===== config.mk =====
export PLATFORM = sky130hd
export DESIGN_NAME = qssc_ram
export DESIGN_NICKNAME = d
export VERILOG_FILES = /design/src/rtl/core/qssc_ram.sv
export SDC_FILE = /design/constraint.sdc
export NUM_CORES = 2
export LEC_CHECK = 0
export BUFFER_PORTS_ARGS = -buffer_cell sky130_fd_sc_hd__buf_2
export CAP_MARGIN = 20
export CORE_ASPECT_RATIO = 1.75
export CORE_MARGIN = 2
export CORE_UTILIZATION = 55
export CTS_BUF_LIST = sky130_fd_sc_hd__clkbuf_8
export DETAILED_ROUTE_END_ITERATION = 8
export HOLD_SLACK_MARGIN = 0.08
export PLACE_DENSITY = 0.73
export SLEW_MARGIN = 30
export SYNTH_ARGS = -nofsm -noshare
export SYNTH_HDL_FRONTEND = slang
export SYNTH_SLANG_ARGS = --single-unit

===== constraint.sdc =====
create_clock -name clk_i -period 3.3 [get_ports clk_i]
set_input_delay 0.33 -clock clk_i [delete_from_list [all_inputs] [get_ports clk_i]]
set_output_delay 0.33 -clock clk_i [all_outputs]
set_load 0.05 [all_outputs]

===== src/rtl/core/qssc_ram.sv =====
`timescale 1ns / 1ps
// Generic single-write, single-read RAM with registered read data.
// No dependencies.
module qssc_ram #(
  parameter int unsigned WIDTH = 32,
  parameter int unsigned DEPTH = 89,
  localparam int unsigned AW = $clog2(DEPTH)
) (
  input  logic             clk_i,
  input  logic             we_i,
  input  logic [AW-1:0]    waddr_i,
  input  logic [WIDTH-1:0] wdata_i,
  input  logic             re_i,
  input  logic [AW-1:0]    raddr_i,
  output logic [WIDTH-1:0] rdata_o
);

  logic [WIDTH-1:0] mem_q [DEPTH];
  logic [WIDTH-1:0] rdata_q;

  always_ff @(posedge clk_i) begin
    if (we_i) begin
      mem_q[waddr_i] <= wdata_i;
    end
    if (re_i) begin
      rdata_q <= mem_q[raddr_i];
    end
  end

  assign rdata_o = rdata_q;

endmodule


==> impl_results.md <==
- Initial core utilization: 55.4%
- Worst hold path type: input pin to register
- Top post-synthesis cells by count: edfxtp_1 (2,880), mux4_2 (694), nor2_1 (132)
- GRT Resource Usage Total: 29.4%
- Ports: 81
- Synth Area per Inst: 23.0 µm²
- P per Cell Area: 563 nW/µm²
- RSZ-0062 raised after global routing: false
- Setup TNS Final: 0 ns
- Max Clock Freq: 384 MHz
- Die area: 203,000 µm²
- Synth Area in Adders: 0%
- CP required: 4.00 ns
- Leak pwr: 0.0394 µW
- Grt ovf: 0
- Critical Path Sink Type: register
- Met1 Track Usage GR: 35.4%
- Worst Skew: 0.0730 ns
- Most utilized layer in the global route result: met2
- Critical Path AT: 3.30 ns
- CP Max Fanout: 1
- Post-synth EDFFs: 2,880
- Worst slew pin tran: 1.11 ns
- Final hold violation count: 0
- Asr flop ratio synth: 0%
- TritonCTS clock tree: yes
- Share of post-route cells with drive strength above 1: 32.4%
- Largest net degree at the start of global routing: 90
- WL/cell: 35.5 µm
- Total clock sinks: 2,880
- Post-Synth Simple-Gate Area: 1.56%
- Peak supply drop: 310 µV
- Worst hold slack: 0.147 ns
- Post-synthesis sequential area ratio: 78.9%
- Predominant post-synthesis flop cell: edfxtp_1
- Compound-Gate Fraction of Synth Area: 2.55%
- Clock latency at the later pin of the worst-skew pair: 1.00 ns
- Critical Path Max Stage Delay: 0.86 ns
- TritonCTS Buffers: 383
- Slew headroom: 25.0%
- CP startpoint: mem_q[54][30]
- GR Layer Usage met2: 49.2%
- Post-Synth XOR/XNOR Area: 0%
- Row cnt: 216
- Post-Synthesis Cells: 4,769
- Initial antenna violation count: 20
- FILL cells: 12,900
- Final Max Tran Viols: 0
- Top cells by area, synth: edfxtp_1 (79%), mux4_2 (14%), mux2_2 (0.74%), mux2i_1 (0.72%), o22ai_1 (0.58%)
- Endpoints failing setup: 0
- DR iter-0 viols: 7,529
- Final Power: 70,200 µW
- Post-route ant nets: 0
- Cell Area, Synth: 110,000 µm²
- Family with the most delay on the worst path: compound AO/OA/AOI/OAI gates
- Mux contribution to synthesized area: 15.7%
- Clock transition at path regs: 0.07 ns
- Vias per std cell: 6.64
- WP buf/inv: 0
- First-pass GRT wire length: 415,000 µm
- Most frequent cell after synthesis: edfxtp_1
- Met3 Track Usage GR: 5.45%
- Hpwl dp: 178,000 µm
- Top-area cell type share of the netlist area: 78.9%
- Total vias in the final route: 55,500
- Critical path class: register to register
- Core area: 198,000 µm²
- Dpl cells: 7,624
- First-pass DRT Iterations: 6
- Horiz. Die Dim: 341 µm
- Period minus WS final: 2.61 ns
- Util after Layout: 63.1%
- Worst-path cell with the longest stage delay: a221oi_1
- Final Wtd Congestion: 0.863
- Status: completed
- Cell chain of the critical path: mux4_2 > nor2b_1 > a221o_1 > a221oi_1 > nor3_1
- Syn Nets: 4,818
- Flops & latches, synth: 2,880
- Synth cell types: 47
- Post-route DRC: 0
- Nets: 5,482
- IO buf count: 80
- Final Routed Wirelength: 297,000 µm
- DIE HEIGHT: 594 µm
- Maximum Capacitance Violations: 0
- Period utilization: 78.9%
- Bufs on Longest Clock Path: 4
- Synth warn: 0
- Cell accounting for the most synthesized area: edfxtp_1
- Number of global-route vias before repair: 56,700
- Critical Path Source Type: register
- Area growth, synth to finish: 13.9%
- Non-filler cells in the finished layout: 8,367
- Worst flop-to-flop path startpoint: mem_q[54][30]
- Root Driver: clkbuf_8
- Min-delay src: waddr_i[0]
- Largest family of logic cells by synthesized area: multiplexers
- H-tree depth: 5
[kinds of logic (layout without fill, tap and decap cells)]
group | after synthesis | count (layout)
AO/OA/AOI/OAI | 419 | 419
flip-flops | 2880 | 2880
buffers and inverters | 259 | 1225
multiplexers | 845 | 845
AND/OR/NAND/NOR | 366 | 366
other | 0 | 16
[what timing repair did]
item,CTS,global route
buffers inserted,0,0
hold buffers,32,3
hold endpoints to repair,1345,137
endpoints found under the setup margin,0,0
resized for setup,0,0
[where the power goes]
group | leakage, µW | switching, µW | internal (µW)
combinational | 0.00945 | 2530 | 1490
clock | 0.00407 | 13000 | 12600
sequential | 0.0259 | 98.6 | 40400
[area by class of cell]
class | instances | area [µm²] | area share, %
clock inverter | 296 | 1810 | 1.45
clock buffer | 391 | 5380 | 4.31
multi-input combinational | 1630 | 22400 | 18.0
sequential | 2880 | 86500 | 69.3
timing repair buffer | 536 | 5360 | 4.29
antenna | 16 | 40.0 | 0.0321
inverter | 2 | 7.51 | 0.00602
tap | 2616 | 3270 | 2.62
[metal layers]
layer / vias up / share of wire, %
met4: 12 / 7.4
met1: 29000 / 32
li1: 21800 / -
met3: 872 / 10
met2: 3819 / 51
met5: - / 0.028
[path summary, 6_finish.rpt]
path	endpoint	slack, ns	cells past startpoint
max	rdata_o[30]	0.69	5
min	mem_q[63][26]	0.15	3
max reg2reg	rdata_o[30]	0.69	5
min reg2reg	rdata_o[21]	0.66	2
[metrics by stage]
stage | setup slack, ns | area (µm²)
after floorplan | -0.214 | 110000
after global placement | -0.190 | 117000
after detailed placement | -0.0303 | 117000
after CTS | 0.732 | 125000
after global routing | 0.641 | 125000
final | 0.695 | 125000
[registers in the layout, summed over array words and instances (netlist names)]
| signal | flops |
|---|---|
| rdata_o | 32 |
| mem_q | 2848 |
[cells in the final DEF, fill, tap and decap left out, drive strengths merged, types with 13 or more instances in the layout]
cell	count
nand2b	13
edfxtp	2880
clkinv	171
a221o	20
nor2	132
diode	16
dlygate4sd3	35
inv	101
o31ai	21
nor2b	49
a211oi	26
a221oi	37
nand3	25
mux2	72
o21ai	113
clkbuf	391
mux4	694
buf	501
nor3	49
o22ai	101
bufinv	20
nand2	72
a21oi	25
mux2i	79
a22oi	38
[worst register-to-register path: cells and delay by family, from the launching register on]
family | cells | cell delay (ns)
DFF | 1 | 0.37
AOI/OAI and AO/OA | 2 | 1.27
and+or+nand+nor | 2 | 0.24
muxes | 1 | 0.47
(Power assumes the default switching activity.)
