File: src/rtl/core/qssc_pkg.sv
`timescale 1ns / 1ps
// Package for the quantized state-space controller: payload structs, codes,
// widths and the control structs passed between sequencer and arithmetic unit.
// No dependencies.
package qssc_pkg;

  // Default sizing of the top level
  localparam int unsigned MAX_STATES_DEF = 8;
  localparam int unsigned COEF_WIDTH_DEF = 32;

  // Fixed datapath widths
  localparam int unsigned ACC_W   = 192;  // exact accumulator
  localparam int unsigned STATE_W = 64;   // controller state element
  localparam int unsigned DIV_W   = 32;   // output divisor
  localparam int unsigned CTRL_W  = 32;   // control output

  // Item actions
  localparam logic ACT_LOAD   = 1'b0;
  localparam logic ACT_SAMPLE = 1'b1;

  // Configuration register indexes
  localparam logic CFG_DIVISOR = 1'b0;
  localparam logic CFG_STATES  = 1'b1;

  localparam logic [3:0] STATES_RESET  = 4'd8;
  localparam logic [31:0] DIVISOR_RESET = 32'd1;

  // Coefficient store depth for a given state count
  function automatic int unsigned coef_depth(input int unsigned m);
    return m * (m + 2) + m + 1;
  endfunction

  typedef struct packed {
    logic              action;
    logic [6:0]        coef_index;
    logic signed [31:0] coef_value;
    logic signed [23:0] error_sample;
  } in_item_t;

  typedef struct packed {
    logic signed [31:0] control_value;
    logic               saturated;
  } out_item_t;

  // Sequencer commands to the arithmetic unit
  typedef struct packed {
    logic       acc_clr;
    logic       prep;
    logic       mul;
    logic [1:0] step;
    logic       div_init;
    logic       div_step;
  } arith_ctl_t;

  // Sequencer status to the top level
  typedef struct packed {
    logic idle;
    logic take_u;
    logic take_x;
    logic finish;
  } seq_stat_t;

endpackage

File: src/rtl/core/qssc_arith.sv
`timescale 1ns / 1ps
// Shared arithmetic unit: 32x32 partial-product multiply-accumulate into a
// 192-bit accumulator, bit-serial restoring divider, rounding and saturation.
// Depends on qssc_pkg.
module qssc_arith #(
  parameter int unsigned COEF_WIDTH = qssc_pkg::COEF_WIDTH_DEF
) (
  input  logic                     clk_i,
  input  logic                     rst_ni,
  input  qssc_pkg::arith_ctl_t     ctl_i,
  input  logic [COEF_WIDTH-1:0]    coef_i,
  input  logic signed [63:0]       opb_i,
  input  logic [31:0]              divisor_i,
  output logic [31:0]              u_o,
  output logic                     u_clip_o,
  output logic [63:0]              x_o,
  output logic                     x_clip_o
);

  localparam int unsigned AW = qssc_pkg::ACC_W;

  logic [63:0]    ma_q, mb_q;
  logic           sgn_q;
  logic [63:0]    pp_q;
  logic [1:0]     sh_q;
  logic           pp_vld_q;
  logic [AW-1:0]  acc_q, acc_d;
  logic [31:0]    rem_q, rem_d;
  logic           neg_q;

  // Operand magnitudes and product sign
  logic signed [63:0] a_ext;
  logic [63:0]        ma_d, mb_d;
  assign a_ext = 64'($signed(coef_i));
  assign ma_d  = a_ext[63] ? (~a_ext + 64'd1) : a_ext;
  assign mb_d  = opb_i[63] ? (~opb_i + 64'd1) : opb_i;

  // One 32x32 partial product per step
  logic [31:0] pa, pb;
  logic [63:0] pp_d;
  assign pa   = ctl_i.step[1] ? ma_q[63:32] : ma_q[31:0];
  assign pb   = ctl_i.step[0] ? mb_q[63:32] : mb_q[31:0];
  assign pp_d = pa * pb;

  // Aligned partial product
  logic [AW-1:0] term;
  assign term = {{(AW - 64){1'b0}}, pp_q} << {sh_q, 5'b0};

  // Divider step: one quotient bit into the low end of the accumulator
  logic [31:0] dvs;
  logic [32:0] cur, d33, diff;
  logic        ge;
  assign dvs  = (divisor_i == 32'd0) ? 32'd1 : divisor_i;
  assign cur  = {rem_q, acc_q[AW-1]};
  assign d33  = {1'b0, dvs};
  assign ge   = cur >= d33;
  assign diff = cur - d33;
  assign rem_d = ge ? diff[31:0] : cur[31:0];

  // Accumulator next value
  always_comb begin
    acc_d = acc_q;
    if (ctl_i.acc_clr) begin
      acc_d = '0;
    end else if (ctl_i.div_init) begin
      acc_d = acc_q[AW-1] ? (~acc_q + AW'(1)) : acc_q;
    end else if (ctl_i.div_step) begin
      acc_d = {acc_q[AW-2:0], ge};
    end else if (pp_vld_q) begin
      acc_d = sgn_q ? (acc_q - term) : (acc_q + term);
    end
  end

  always_ff @(posedge clk_i or negedge rst_ni) begin
    if (!rst_ni) begin
      pp_vld_q <= 1'b0;
    end else begin
      pp_vld_q <= ctl_i.mul;
    end
  end

  always_ff @(posedge clk_i) begin
    acc_q <= acc_d;
    if (ctl_i.prep) begin
      ma_q  <= ma_d;
      mb_q  <= mb_d;
      sgn_q <= a_ext[63] ^ opb_i[63];
    end
    if (ctl_i.mul) begin
      pp_q <= pp_d;
      sh_q <= {1'b0, ctl_i.step[1]} + {1'b0, ctl_i.step[0]};
    end
    if (ctl_i.div_init) begin
      neg_q <= acc_q[AW-1];
      rem_q <= '0;
    end else if (ctl_i.div_step) begin
      rem_q <= rem_d;
    end
  end

  // Round half away from zero, saturate to 32 bits
  logic        rnd, high;
  logic [32:0] q0;
  logic [31:0] qs;
  assign rnd  = {rem_q, 1'b0} >= {1'b0, dvs};
  assign q0   = {1'b0, acc_q[31:0]} + 33'(rnd);
  assign high = |acc_q[AW-1:32];

  always_comb begin
    if (neg_q) begin
      u_clip_o = high || (q0 > 33'h0_8000_0000);
      qs       = u_clip_o ? 32'h8000_0000 : q0[31:0];
      u_o      = ~qs + 32'd1;
    end else begin
      u_clip_o = high || (q0 > 33'h0_7fff_ffff);
      qs       = u_clip_o ? 32'h7fff_ffff : q0[31:0];
      u_o      = qs;
    end
  end

  // State element saturation to 64 bits
  logic fits;
  assign fits     = (&acc_q[AW-1:63]) || !(|acc_q[AW-1:63]);
  assign x_clip_o = !fits;
  assign x_o      = fits ? acc_q[63:0]
                  : (acc_q[AW-1] ? 64'h8000_0000_0000_0000 : 64'h7fff_ffff_ffff_ffff);

endmodule

File: config.mk
export PLATFORM = sky130hd
export DESIGN_NAME = qssc_arith
export DESIGN_NICKNAME = d
export VERILOG_FILES = /design/src/rtl/core/qssc_pkg.sv /design/src/rtl/core/qssc_arith.sv
export SDC_FILE = /design/constraint.sdc
export NUM_CORES = 2
export LEC_CHECK = 0
export ABC_CLOCK_PERIOD_IN_PS = 10760
export BUFFER_PORTS_ARGS = -buffer_cell sky130_fd_sc_hd__buf_2
export CORE_MARGIN = 1.5
export CORE_UTILIZATION = 36
export CTS_BUF_LIST = sky130_fd_sc_hd__clkbuf_16
export DETAILED_ROUTE_END_ITERATION = 10
export GPL_TIMING_DRIVEN = 0
export HOLD_SLACK_MARGIN = 0.15
export PLACE_DENSITY = 0.56
export SYNTH_ARGS = -nofsm -noshare
export SYNTH_HDL_FRONTEND = slang
export SYNTH_SLANG_ARGS = --single-unit
File: constraint.sdc
create_clock -name clk_i -period 10.76 [get_ports clk_i]
set_input_delay 1.076 -clock clk_i [delete_from_list [all_inputs] [get_ports clk_i]]
set_output_delay 1.076 -clock clk_i [all_outputs]
set_load 0.01 [all_outputs]
==> results.py <==
metrics = {
    "placed_design": {
        "gp_congestion": 1.11,
        "place_area_mm2": 0.0859,
        "hpwlAfterDp_mm": 368,
        "dp.cells": 13900,
        "portBuffers": 232,
    },
    "timing": {
        "final.period_utilization": 0.985,
        "period_minus_slack_ns": 10.60,
        "fin_setup_tns_ns": 0,
        "setup_viol": 0,
        "worstMarginPinSlew_ns": 1.62,
        "grt_setup_unrepaired": "false",
        "finalHoldViolCount": 0,
        "hold_ws_ns": 0.497,
        "finClkSkew_ns": 0.0681,
        "maxSlewViolCount": 94,
        "relSlewSlack": -0.0789,
        "max_freq_ghz": 0.0944,
    },
    "min_path": {
        "hold_end": "rem_q[31]",
        "worstHoldStart": "rem_q[31]",
        "hold_path_depth": 2,
        "hold_class": "reg2reg",
    },
    "synthesis": {
        "synthCells": 10600,
        "synth.most_common_cell": "nand2_1",
        "synth_area_leaders": "fa_1 (22%), nand2_1 (7.7%), ha_1 (7.7%)",
        "yosysSeqAreaShare": 0.129,
        "synth_seq_cells": 421,
        "synth_cell_types": 101,
        "synth_area_mm2": 0.0805,
        "syn_avg_cell_area_um2": 7.60,
        "synth_edf_count": 196,
        "synth_top_area_frac": 0.223,
        "synth_warnings": 0,
        "synth_commonest_cells": "nand2_1 (1658), inv_1 (1115), nor2_1 (994)",
        "synthArstFlopShare": 0.00238,
        "synth_flop_cell": "dfxtp_1",
        "synth_top_area_cell": "fa_1",
    },
    "finish": {
        "final_net_count": 12500,
        "drive_gt1_frac": 0.0605,
        "final_cell_count_no_fill": 14000,
        "n_fill_cell": 23400,
        "area_growth_syn_to_layout_pct": 9.79,
        "design_area_mm2": 0.0884,
        "multi_input_area_mm2": 0.0640,
        "register_area_mm2": 0.0104,
    },
    "clock_network": {
        "cts_buffer_depth": 3,
        "htree_levels": 2,
        "clock_latency_ns": 0.77,
        "cts-buffers-inserted": 57,
        "cts-root-buf": "clkbuf_16",
        "tritoncts": "yes",
        "cts_sinks": 421,
        "cts.clk_slew.worst_paths_ns": 0.06,
    },
    "detailed_routing": {
        "drc": 0,
        "postRouteWirelength_mm": 448,
        "vias_per_cell": 6.13,
        "drt_iter0_drc": 10900,
        "vias": 85700,
        "ant_nets": 0,
        "avgRoutedWirePerCell_um": 32.0,
        "firstDrtPassIters": 9,
    },
    "critical_path": {
        "path_class": "in2reg",
        "rrSetupSlack_ns": 0.31,
        "cp_num_buf_inv": 9,
        "worstPathRequired_ns": 11.22,
        "critPathArrivalTime_ns": 11.05,
        "crit_path_top_delay_cell": "buf_1",
        "r2r-end": "acc_q[189]",
        "regToRegStartpoint": "sh_q[1]",
        "reg2reg_depth": 30,
        "cp_slowest_stage_delay_ns": 0.87,
        "worstPathMaxFanout": 11,
        "cp_top_family": "adder cells",
        "endpoint_kind": "register",
        "critPathLaunchType": "input port",
    },
    "floorplanning": {
        "ios": 235,
        "rows": 173,
        "coreArea_mm2": 0.222,
        "initial_core_util": 0.362,
        "die_y_um": 476,
        "die_w_um": 476,
        "die_area_mm2": 0.227,
    },
    "job": {
        "max-cap-violations": 9,
    },
    "global_routing": {
        "met3_usage": 0.0831,
        "grt_use_met1": 0.472,
        "use_met2": 0.592,
        "grt_max_degree": 68,
        "grt_pass1_vias": 82600,
        "grt_remaining_overflow": 0,
        "grt_use_total": 0.386,
        "grt_pass1_wl_mm": 621,
        "antenna_found_initial": 18,
        "busiest_layer": "met2",
    },
    "status": {
        "violations": "max-capacitance violations, max-slew violations",
        "outcome": "finished with violations",
    },
}
final cells by class:
type | instances | area share
Sequential cell | 421 | 0.118
Inverter | 1116 | 0.0474
Multi-Input combinational cell | 8449 | 0.724
Buffer | 642 | 0.0292
Tap cell | 2975 | 0.0421
Timing Repair Buffer | 265 | 0.0177
Antenna cell | 16 | 0.000453
Clock inverter | 50 | 0.00575
Clock buffer | 57 | 0.0161
worst max-delay path by stage:
stage	to	slack [ns]	startpoint	cells after the start
after floorplan	pp_q[62]	0.82	ctl_i[2]	27
after detailed placement	pp_q[56]	-2.87	ctl_i[3]	31
after global routing	pp_q[62]	0.02	ctl_i[2]	31
after global placement	pp_q[56]	-3.08	ctl_i[3]	31
final	pp_q[62]	0.16	ctl_i[2]	31
after CTS	pp_q[62]	0.005	ctl_i[2]	33
registers in the layout (all words and copies together), names as in the netlist:
signal / flops
mb_q: 64
pp_q: 64
rem_q: 32
pp_vld_q: 1
neg_q: 1
sgn_q: 1
acc_q: 192
ma_q: 64
sh_q: 2
cell usage in the layout, fill, tap and decap left out, drive strengths merged, types with 273 or more instances in the layout:
| cell type | instances |
|---|---|
| nand2 | 1659 |
| clkbuf | 629 |
| ha | 495 |
| xnor2 | 337 |
| nor3 | 273 |
| a21oi | 731 |
| inv | 1128 |
| fa | 898 |
| buf | 329 |
| nor2 | 994 |
| o21ai | 552 |
per-stage QoR:
| stage | setup WS [ns] | utilization |
|---|---|---|
| 5_1_grt | 0.0215 | 0.398 |
| 2_1_floorplan | 0.822 | - |
| 4_1_cts | 0.00524 | 0.397 |
| 3_5_place_dp | -2.87 | 0.387 |
| 6_report | 0.162 | 0.398 |
| 3_3_place_gp | -3.08 | 0.385 |
logic make-up (layout without fill, tap and decap cells):
family | after synthesis | count (layout) | synth area share
flip-flops | 421 | 421 | 0.129
other | 1 | 47 | 0.0000466
buffers and inverters | 1763 | 2130 | 0.0825
XOR/XNOR | 512 | 512 | 0.0557
AND/OR/NAND/NOR | 3975 | 3975 | 0.224
adder cells (fa/ha/maj) | 1393 | 1393 | 0.300
multiplexers | 170 | 170 | 0.0223
AO/OA/AOI/OAI | 2368 | 2368 | 0.186
worst reg2reg max path, delay by kind of cell (launching register included):
kind            cells  cell delay [ns]
fa+ha+maj           2             0.54
flops               1             0.71
buf+inv             3             0.93
simple gates       18             5.25
xor+xnor            1             0.54
compound gates      6             2.33
metal layers:
metal	up-vias	wire length (um)
li1	36900	-
met1	41800	168000
met2	5573	191000
met3	1461	46500
met4	14	42200
met5	-	94
what timing repair did:
action	in CTS	in global routing
endpoints found under the setup margin	61	43
hold endpoints to repair	1	0
setup buffers	6	4
pin swaps	0	2
gates resized for setup	87	95
hold buffers	1	0
Power is not shown: default switching activity piles up to over one toggle a cycle in this logic, so the estimate is an artifact.
