## src/rtl/core/qssc_pkg.sv

```systemverilog
`timescale 1ns / 1ps
// Package for the quantized state-space controller: payload structs, codes,
// widths and the control structs passed between sequencer and arithmetic unit.
// No dependencies.
package qssc_pkg;

  // Default sizing of the top level
  localparam int unsigned MAX_STATES_DEF = 8;
  localparam int unsigned COEF_WIDTH_DEF = 32;

  // Fixed datapath widths
  localparam int unsigned ACC_W   = 192;  // exact accumulator
  localparam int unsigned STATE_W = 64;   // controller state element
  localparam int unsigned DIV_W   = 32;   // output divisor
  localparam int unsigned CTRL_W  = 32;   // control output

  // Item actions
  localparam logic ACT_LOAD   = 1'b0;
  localparam logic ACT_SAMPLE = 1'b1;

  // Configuration register indexes
  localparam logic CFG_DIVISOR = 1'b0;
  localparam logic CFG_STATES  = 1'b1;

  localparam logic [3:0] STATES_RESET  = 4'd8;
  localparam logic [31:0] DIVISOR_RESET = 32'd1;

  // Coefficient store depth for a given state count
  function automatic int unsigned coef_depth(input int unsigned m);
    return m * (m + 2) + m + 1;
  endfunction

  typedef struct packed {
    logic              action;
    logic [6:0]        coef_index;
    logic signed [31:0] coef_value;
    logic signed [23:0] error_sample;
  } in_item_t;

  typedef struct packed {
    logic signed [31:0] control_value;
    logic               saturated;
  } out_item_t;

  // Sequencer commands to the arithmetic unit
  typedef struct packed {
    logic       acc_clr;
    logic       prep;
    logic       mul;
    logic [1:0] step;
    logic       div_init;
    logic       div_step;
  } arith_ctl_t;

  // Sequencer status to the top level
  typedef struct packed {
    logic idle;
    logic take_u;
    logic take_x;
    logic finish;
  } seq_stat_t;

endpackage

```

## src/rtl/core/qssc_seq.sv

```systemverilog
`timescale 1ns / 1ps
// Sequencer: walks the output row and the state rows term by term, drives
// coefficient reads and the arithmetic unit, and runs the divider count.
// Depends on qssc_pkg.
module qssc_seq #(
  parameter int unsigned MAX_STATES = qssc_pkg::MAX_STATES_DEF,
  localparam int unsigned NW = $clog2(MAX_STATES + 1),
  localparam int unsigned CW = $clog2(MAX_STATES + 2),
  localparam int unsigned AW = $clog2(qssc_pkg::coef_depth(MAX_STATES))
) (
  input  logic                 clk_i,
  input  logic                 rst_ni,
  input  logic                 start_i,
  input  logic [NW-1:0]        n_i,
  input  logic                 release_i,
  output qssc_pkg::arith_ctl_t ctl_o,
  output qssc_pkg::seq_stat_t  stat_o,
  output logic [CW-1:0]        col_o,
  output logic [NW-1:0]        row_o,
  output logic [NW-1:0]        n_o,
  output logic                 re_o,
  output logic [AW-1:0]        raddr_o
);

  localparam int unsigned DCW = $clog2(qssc_pkg::ACC_W);

  typedef enum logic [9:0] {
    S_IDLE  = 10'b00_0000_0001,
    S_ADDR  = 10'b00_0000_0010,
    S_PREP  = 10'b00_0000_0100,
    S_MUL   = 10'b00_0000_1000,
    S_DRAIN = 10'b00_0001_0000,
    S_DIVI  = 10'b00_0010_0000,
    S_DIV   = 10'b00_0100_0000,
    S_ROUND = 10'b00_1000_0000,
    S_SAT   = 10'b01_0000_0000,
    S_DONE  = 10'b10_0000_0000
  } seq_state_e;

  seq_state_e     state_q, state_d;
  logic [NW-1:0]  n_q, n_d;
  logic [NW-1:0]  r_q, r_d;
  logic [CW-1:0]  c_q, c_d;
  logic [AW-1:0]  base_q, base_d;
  logic [1:0]     step_q, step_d;
  logic [DCW-1:0] cnt_q, cnt_d;
  logic           out_row_q, out_row_d;
  logic           last;

  // Last term of a row: error column for the output row, control column else
  assign last = out_row_q ? (c_q == CW'(n_q)) : (c_q == CW'(n_q) + CW'(1));

  always_comb begin
    state_d   = state_q;
    n_d       = n_q;
    r_d       = r_q;
    c_d       = c_q;
    base_d    = base_q;
    step_d    = step_q;
    cnt_d     = cnt_q;
    out_row_d = out_row_q;
    ctl_o     = '0;
    stat_o    = '0;
    re_o      = 1'b0;
    case (state_q)
      S_IDLE: begin
        stat_o.idle = 1'b1;
        if (start_i) begin
          n_d           = n_i;
          c_d           = '0;
          out_row_d     = 1'b1;
          base_d        = AW'(n_i) * (AW'(n_i) + AW'(2));
          ctl_o.acc_clr = 1'b1;
          state_d       = S_ADDR;
        end
      end
      S_ADDR: begin
        re_o    = 1'b1;
        state_d = S_PREP;
      end
      S_PREP: begin
        ctl_o.prep = 1'b1;
        step_d     = '0;
        state_d    = S_MUL;
      end
      S_MUL: begin
        ctl_o.mul  = 1'b1;
        ctl_o.step = step_q;
        step_d     = step_q + 2'd1;
        if (step_q == 2'd3) begin
          if (last) begin
            state_d = S_DRAIN;
          end else begin
            c_d     = c_q + CW'(1);
            state_d = S_ADDR;
          end
        end
      end
      // last partial product lands in the accumulator here
      S_DRAIN: begin
        state_d = out_row_q ? S_DIVI : S_SAT;
      end
      S_DIVI: begin
        ctl_o.div_init = 1'b1;
        cnt_d          = '0;
        state_d        = S_DIV;
      end
      S_DIV: begin
        ctl_o.div_step = 1'b1;
        cnt_d          = cnt_q + DCW'(1);
        if (cnt_q == DCW'(qssc_pkg::ACC_W - 1)) begin
          state_d = S_ROUND;
        end
      end
      S_ROUND: begin
        stat_o.take_u = 1'b1;
        ctl_o.acc_clr = 1'b1;
        out_row_d     = 1'b0;
        r_d           = '0;
        base_d        = '0;
        c_d           = '0;
        state_d       = S_ADDR;
      end
      S_SAT: begin
        stat_o.take_x = 1'b1;
        if (r_q == n_q - NW'(1)) begin
          state_d = S_DONE;
        end else begin
          r_d           = r_q + NW'(1);
          base_d        = base_q + AW'(n_q) + AW'(2);
          c_d           = '0;
          ctl_o.acc_clr = 1'b1;
          state_d       = S_ADDR;
        end
      end
      S_DONE: begin
        if (release_i) begin
          stat_o.finish = 1'b1;
          state_d       = S_IDLE;
        end
      end
      default: begin
        state_d = S_IDLE;
      end
    endcase
  end

  always_ff @(posedge clk_i or negedge rst_ni) begin
    if (!rst_ni) begin
      state_q   <= S_IDLE;
      n_q       <= '0;
      r_q       <= '0;
      c_q       <= '0;
      base_q    <= '0;
      step_q    <= '0;
      cnt_q     <= '0;
      out_row_q <= 1'b0;
    end else begin
      state_q   <= state_d;
      n_q       <= n_d;
      r_q       <= r_d;
      c_q       <= c_d;
      base_q    <= base_d;
      step_q    <= step_d;
      cnt_q     <= cnt_d;
      out_row_q <= out_row_d;
    end
  end

  assign raddr_o   = base_q + AW'(c_q);
  assign col_o     = c_q;
  assign row_o     = r_q;
  assign n_o       = n_q;

endmodule

```

## config.mk

```make
export PLATFORM = sky130hd
export DESIGN_NAME = qssc_seq
export DESIGN_NICKNAME = d
export VERILOG_FILES = /design/src/rtl/core/qssc_pkg.sv /design/src/rtl/core/qssc_seq.sv
export SDC_FILE = /design/constraint.sdc
export NUM_CORES = 1
export LEC_CHECK = 0
export CAP_MARGIN = 10
export CORE_ASPECT_RATIO = 0.6
export CORE_MARGIN = 1
export CORE_UTILIZATION = 58
export DETAILED_ROUTE_END_ITERATION = 6
export DONT_BUFFER_PORTS = 1
export PLACE_DENSITY_LB_ADDON = 0.1
export SYNTH_ARGS = -nofsm -noshare
export SYNTH_HDL_FRONTEND = slang
export SYNTH_SLANG_ARGS = --single-unit
```

## constraint.sdc

```tcl
create_clock -name clk_i -period 2.48 [get_ports clk_i]
set_clock_uncertainty 0.2 [all_clocks]
set_input_delay 0.124 -clock clk_i [delete_from_list [all_inputs] [get_ports clk_i]]
set_output_delay 0.124 -clock clk_i [all_outputs]
set_load 0.005 [all_outputs]
```

==> key figures, run 1 <==
Detailed routing
  • Vias per inst: 5.70
  • Drt total wl: 7160 um
  • 1st-iter DRT viols: 147
  • Antenna violation net count after detailed routing: 0
  • WL/cell: 16.2 um
  • DRC violations left: 0
  • DR pass1 iterations: 5
  • Vias post-DR: 2519

Global routing
  • Gr ovfl total: 0
  • GRT Total Usage: 27.6%
  • First-pass GRT wire length: 11700 um
  • Vias in the first global route: 2311
  • Initial antenna violation count: 0
  • Largest net degree at the start of global routing: 41

Logic synthesis
  • Post-synthesis mux area share: 1.05%
  • Syn. warnings: 0
  • Largest family of logic cells by synthesized area: simple AND/OR/NAND/NOR gates
  • #FFs+latches synth: 40
  • Number of flops mapped to enable cells by yosys: 0
  • Syn avg cell area: 9.24 um2
  • Complex-gate fraction of the synthesized area: 13.5%
  • Largest cells by area after synthesis: dfrtp_1 (32%), ha_1 (13%), xnor2_1 (4.2%)
  • Cells after Synth: 335
  • Most frequent cell after synthesis: dfrtp_1
  • Post-Synth Simple-Gate Area: 22.3%
  • Synthesized area: 3100 um2
  • FFs w/ async S/R, synth: 100%
  • Main synth FF type: dfrtp_1
  • Synth top cells by count: dfrtp_1 (39), ha_1 (33), nor2_1 (26)
  • Synthesized Nets: 382
  • Post-synth cell types: 52
  • Adder-Cell Fraction of Synth Area: 17.2%
  • Share of the synthesized area in the top cell type: 31.5%
  • Yosys top cell by area: dfrtp_1
  • Sequential area share after synthesis: 32.4%
  • Post-synthesis xor/xnor area fraction: 9.25%

Setup path
  • Worst setup endpoint: ctl_o[6]
  • Crit path DAT: 2.10 ns
  • Kind of cell adding the most delay to the critical path: flip-flops
  • Crit start category: flip-flop
  • Crit. End Element: output port
  • Critical Path Start: n_o[2]$_DFFE_PN0P_
  • Max incr delay on CP: 0.48 ns
  • Buffers & Inverters on Critical Path: 2
  • CP Cell Sequence: xor3_1, nor3_2, a21oi_2, a211o_1, buf_6, buf_4
  • Critical path required time: 2.16 ns
  • Worst r2r path cells: 8
  • Slowest cell on the critical path: dfrtp_2
  • Crit path max fanout: 10
  • Crit path kind: reg -> out
  • Reg2Reg Setup Slack: 0.07 ns
  • R2R Path Start: n_o[2]$_DFFE_PN0P_
  • Terminus of the critical flop-to-flop path: base_q[6]$_DFFE_PN0P_
  • Worst path depth: 6

CTS
  • Clock-pin transition on the worst setup and hold timing paths: 0.07 ns
  • Clk root buf: clkbuf_8
  • TritonCTS clock tree: built
  • Clock latency on the worst-skew pair: 0.30 ns
  • Max H-tree Level: 2
  • Clock sink count: 40
  • CTS Buf Count: 5
  • Clock tree buffer depth: 2

STA
  • Final Hold Viols: 1
  • PnR worst setup slack: 0.0530 ns
  • Endpoints failing setup: 0
  • Maximum clock frequency: 0.412 GHz
  • Worst hold slack: -0.00809 ns
  • Slew @ Worst Pin: 0.363 ns
  • Shortest period the worst path allows: 2.43 ns
  • Fin crit share: 97.9%
  • Max Slew Vio Count: 0
  • Slew HR: 75.8%

Placement
  • Dpl hpwl: 5490 um
  • Port bufs: 0
  • DP Worst Slack: -0.103 ns
  • Dpl cell area: 3450 um2
  • RePlAce Congestion: 0.830
  • Inst Count DP: 423

Power
  • Peak VDD IR: 0.432 mV
  • LEAKAGE: 1.75 nW
  • Power per cell area: 920 nW/um2

Cells and area
  • Fin area: 3730 um2
  • Number of diodes: 0
  • Layout Cells excl Fill: 442
  • Area grow syn2layout: 20.5%
  • Core Util, Final: 73.1%
  • Nets: 422
  • Share of layout cells above drive strength 1: 25.0%

Die
  • Die area: 5640 um2
  • I/O pins: 39
  • # rows: 20
  • Initial Util: 60.7%
  • Core area: 5100 um2
  • Die height: 58.6 um
  • Die W: 96.3 um

Status
  • Violated checks: hold timing
  • Outcome: finished with violations

Hold path
  • HP Start: start_i
  • Worst hold path class: in -> reg
  • Hold-critical path depth: 3

Job
  • Max Cap Viol: 0
-- flip-flops by register name, summed over array words and instances (netlist names) --
| name | cells |
|---|---|
| state_q | 10 |
| col_o | 4 |
| out_row_q | 1 |
| step_q | 2 |
| row_o | 4 |
| n_o | 4 |
| base_q | 7 |
| cnt_q | 8 |
-- kinds of logic after synthesis --
logic type / after synthesis
buf+inv: 30
compound gates: 69
simple gates: 123
xor+xnor: 31
fa+ha+maj: 39
flops: 40
mux: 3
-- stage by stage --
step | hold slack (ns) | setup TNS (ns) | power [mW]
floorplan | -0.372 | -0.0188 | 2.24
global placement | -0.371 | -0.0672 | 2.71
detailed placement | -0.371 | -0.108 | 2.77
CTS | 0.0146 | 0 | 3.28
global route | 0.00591 | -0.0204 | 3.71
finish | -0.00809 | 0 | 3.43
-- worst min-delay path by stage --
stage | endpoint | slack [ns]
global route | col_o[3]$_DFFE_PN0P_ | 0.006
CTS | base_q[6]$_DFFE_PN0P_ | 0.01
global placement | step_q[1]$_DFFE_PN0P_ | -0.37
detailed placement | step_q[0]$_DFFE_PN0P_ | -0.37
finish | col_o[3]$_DFFE_PN0P_ | -0.008
floorplan | base_q[0]$_DFFE_PN0P_ | -0.37
-- placed cells by master, fill, tap and decap left out, types with 6 or more instances in the layout --
master	Yosys	layout
dfrtp_1	39	33
buf_4	1	27
o21ai_0	25	25
ha_1	33	24
nor2_1	26	23
nand2_1	22	22
a21oi_1	19	16
xor2_1	15	15
inv_1	23	15
xnor2_1	15	14
nor2b_1	12	11
inv_2	3	10
ha_4	0	9
nand4_1	8	8
and2_1	7	7
nand3_1	9	7
dlygate4sd3_1	0	7
nand2b_1	6	6
dfrtp_2	0	6
-- power breakdown --
group	leakage [nW]	switching, mW	internal (mW)
registers	0.512	0.215	0.800
clock network	0.0422	0.230	0.198
logic	1.20	1.02	0.971
-- metal layers --
metal	vias to the layer above	GRT usage, %	routed length (um)
li1	1257	-	-
met1	1174	44.5	3820
met2	81	37.7	2870
met3	7	6.46	423
met4	0	4.41	46
met5	-	0	0
-- area by class of cell --
class,instances,area [um2]
repair buffers,37,315
clock inverters,1,5.00
fillers,394,1370
well taps,66,82.6
inverters,26,100
multi-input cells,265,2140
clock buffers,7,76.3
flip-flops and latches,40,1010
-- repair_timing --
item	in CTS	in global routing
hold buffers	8	0
buffers inserted	1	2
gates resized for setup	4	24
pin swaps	2	6
setup endpoints to repair	1	11
endpoints found under the hold margin	50	0
-- tightest hold or removal path, delay by kind of cell --
| kind | cells | cell delay (ns) |
|---|---|---|
| AO/OA/AOI/OAI | 2 | 0.18 |
| buffers and inverters | 1 | 0.15 |
Note: power is estimated with default switching activity, not from simulation.
==> run 2, diff against run 1 <==
--- a/config.mk
+++ b/config.mk
@@ -6,9 +6,11 @@
 export NUM_CORES = 1
 export LEC_CHECK = 0
 export CAP_MARGIN = 10
+export CELL_PAD_IN_SITES_DETAIL_PLACEMENT = 1
+export CELL_PAD_IN_SITES_GLOBAL_PLACEMENT = 1
 export CORE_ASPECT_RATIO = 0.6
 export CORE_MARGIN = 1
-export CORE_UTILIZATION = 58
+export CORE_UTILIZATION = 44
 export DETAILED_ROUTE_END_ITERATION = 6
 export DONT_BUFFER_PORTS = 1
 export PLACE_DENSITY_LB_ADDON = 0.1
==> run 2 against run 1 <==
Compared with the run above:
- the flow now finishes without violations
- sequential power about the same
- via count increased by 5.4%
- critical path depth increased by 2
- count of clock-buffer cells in the layout decreased by 1
- die area increased by 31%
- cell area increased by 6.2%
- sequential share of layout area decreased by 1.6 points
- clock power increased by 75%
- setup slack got worse by 0.035 ns
- total power increased by 18%
- global-route usage decreased by 2.0 points
- sequential cell count unchanged
- critical path type is now reg -> reg
- critical endpoint is now col_o[3]$_DFFE_PN0P_
- largest power group unchanged
==> key figures, run 2 (same netlist as run 1, synthesis figures left out) <==
Status
  • Outcome: complete, no violations

Power
  • Peak VDD IR: 0.585 mV
  • PnR Total Power: 4.05 mW
  • LEAKAGE: 1.86 nW
  • Power per cell area: 1020 nW/um2

Die
  • Die area: 7390 um2
  • Die height: 67.0 um
  • I/O pins: 39
  • Core area: 6730 um2
  • # rows: 23
  • Die W: 110 um
  • Initial Util: 46.0%

CTS
  • TritonCTS clock tree: built
  • Clock-pin transition on the worst setup and hold timing paths: 0.06 ns
  • Max H-tree Level: 2
  • CTS Buf Count: 5
  • Clock tree buffer depth: 2
  • Clk root buf: clkbuf_16
  • Clock latency on the worst-skew pair: 0.29 ns
  • Clock sink count: 40

Cells and area
  • Nets: 432
  • Top reg by flops: state_q
  • Fin area: 3960 um2
  • Area grow syn2layout: 28.0%
  • Commonest non-fill, non-tap cell in the layout: buf_4
  • Most frequent cells in the layout: buf_4 (36), dfrtp_1 (35), nor2_1 (24), ha_1 (24), o21ai_0 (23)
  • Share of layout cells above drive strength 1: 27.2%
  • Largest register FFs: 10
  • Biggest registers after layout: state_q: 10 flops, cnt_q: 8 flops, base_q: 7 flops
  • Number of diodes: 0
  • Core Util, Final: 58.9%
  • Layout Cells excl Fill: 473

Global routing
  • GRT Total Usage: 25.6%
  • Largest net degree at the start of global routing: 41
  • Initial antenna violation count: 0
  • First-pass GRT wire length: 13800 um
  • Gr ovfl total: 0
  • Vias in the first global route: 2521

STA
  • Fin crit share: 99.3%
  • Shortest period the worst path allows: 2.46 ns
  • PnR worst setup slack: 0.0183 ns
  • Max Slew Vio Count: 0
  • Slew @ Worst Pin: 0.502 ns
  • Worst hold slack: 0.0537 ns
  • Endpoints failing setup: 0
  • Final Hold Viols: 0
  • RSZ-0062 raised after global routing: true
  • Slew HR: 66.4%
  • Maximum clock frequency: 0.406 GHz
  • Setup TNS: 0 ns

Placement
  • DP Worst Slack: -0.150 ns
  • RePlAce Congestion: 0.852
  • Dpl hpwl: 6800 um
  • Inst Count DP: 449
  • Dpl cell area: 3510 um2
  • Port bufs: 0

Detailed routing
  • DR pass1 iterations: 4
  • WL/cell: 19.3 um
  • DRC violations left: 0
  • Drt total wl: 9140 um
  • Vias per inst: 5.61
  • 1st-iter DRT viols: 112
  • Antenna violation net count after detailed routing: 0
  • Vias post-DR: 2654

Setup path
  • Crit. End Element: flip-flop
  • Slowest cell on the critical path: or4_4
  • CP Cell Sequence: buf_6, ha_4, nor2b_4, xnor2_2, a211oi_4, o31a_1, or4_4, a21oi_2
  • Max incr delay on CP: 0.56 ns
  • Critical path required time: 2.51 ns
  • Crit path DAT: 2.49 ns
  • Crit start category: flip-flop
  • Crit path max fanout: 8
  • Crit path kind: reg -> reg

Job
  • Max Cap Viol: 0

Hold path
  • Worst hold path class: in -> reg
run 2: changes by cell type in the layout (fill, tap and decap cells not counted), sizes merged:
cell    change
bufinv      +1
clkbuf      -1
buf        +10
run 2: worst paths after layout:
path	startpoint	endpoint	slack, ns	cells past startpoint
max	n_o[0]$_DFFE_PN0P_	col_o[3]$_DFFE_PN0P_	0.02	8
min	start_i	n_o[1]$_DFFE_PN0P_	0.05	2
max reg2reg	n_o[0]$_DFFE_PN0P_	col_o[3]$_DFFE_PN0P_	0.02	8
min reg2reg	cnt_q[2]$_DFFE_PN0N_	cnt_q[2]$_DFFE_PN0N_	0.30	1
max in group asynchronous	rst_ni	state_q[0]$_DFFE_PN1P_	1.73	2
min in group asynchronous	rst_ni	row_o[0]$_DFFE_PN0P_	0.09	2
run 2: metal layers:
layer  global-route usage, %  wire [um]  share of wire [%]
met2                    34.8       3870                 42
met1                    39.9       4680                 51
met5                       0          0                  0
met4                    3.95         55               0.60
met3                    6.95        525                5.7
run 2: power by group:
part           internal (mW)  switching (mW)  total, mW
combinational           1.13            1.18       2.31
sequential             0.799           0.196      0.995
clock                  0.474           0.273      0.746
total                   2.40            1.65       4.05
run 2: area by class of cell:
type	count	area, um2
clock buffers	6	129
multi-input cells	265	2180
repair buffers	47	403
clock inverters	2	35.0
inverters	26	100
fillers	747	2770
well taps	87	109
flip-flops and latches	40	1010
run 2: what timing repair did:
item,CTS,global route
resized for setup,9,24
endpoints found under the setup margin,9,11
setup buffers,2,7
hold buffers,8,0
hold endpoints to repair,55,0
pin swaps,3,6
run 2: worst max-delay path: cells and delay by family (launching register included):
| kind | cells | cell delay [ns] |
|---|---|---|
| AOI/OAI and AO/OA | 3 | 0.58 |
| xor gates and xnor gates | 1 | 0.22 |
| adders and majority gates | 1 | 0.15 |
| buffers and inverters | 1 | 0.16 |
| DFF | 1 | 0.40 |
| and+or+nand+nor | 2 | 0.69 |
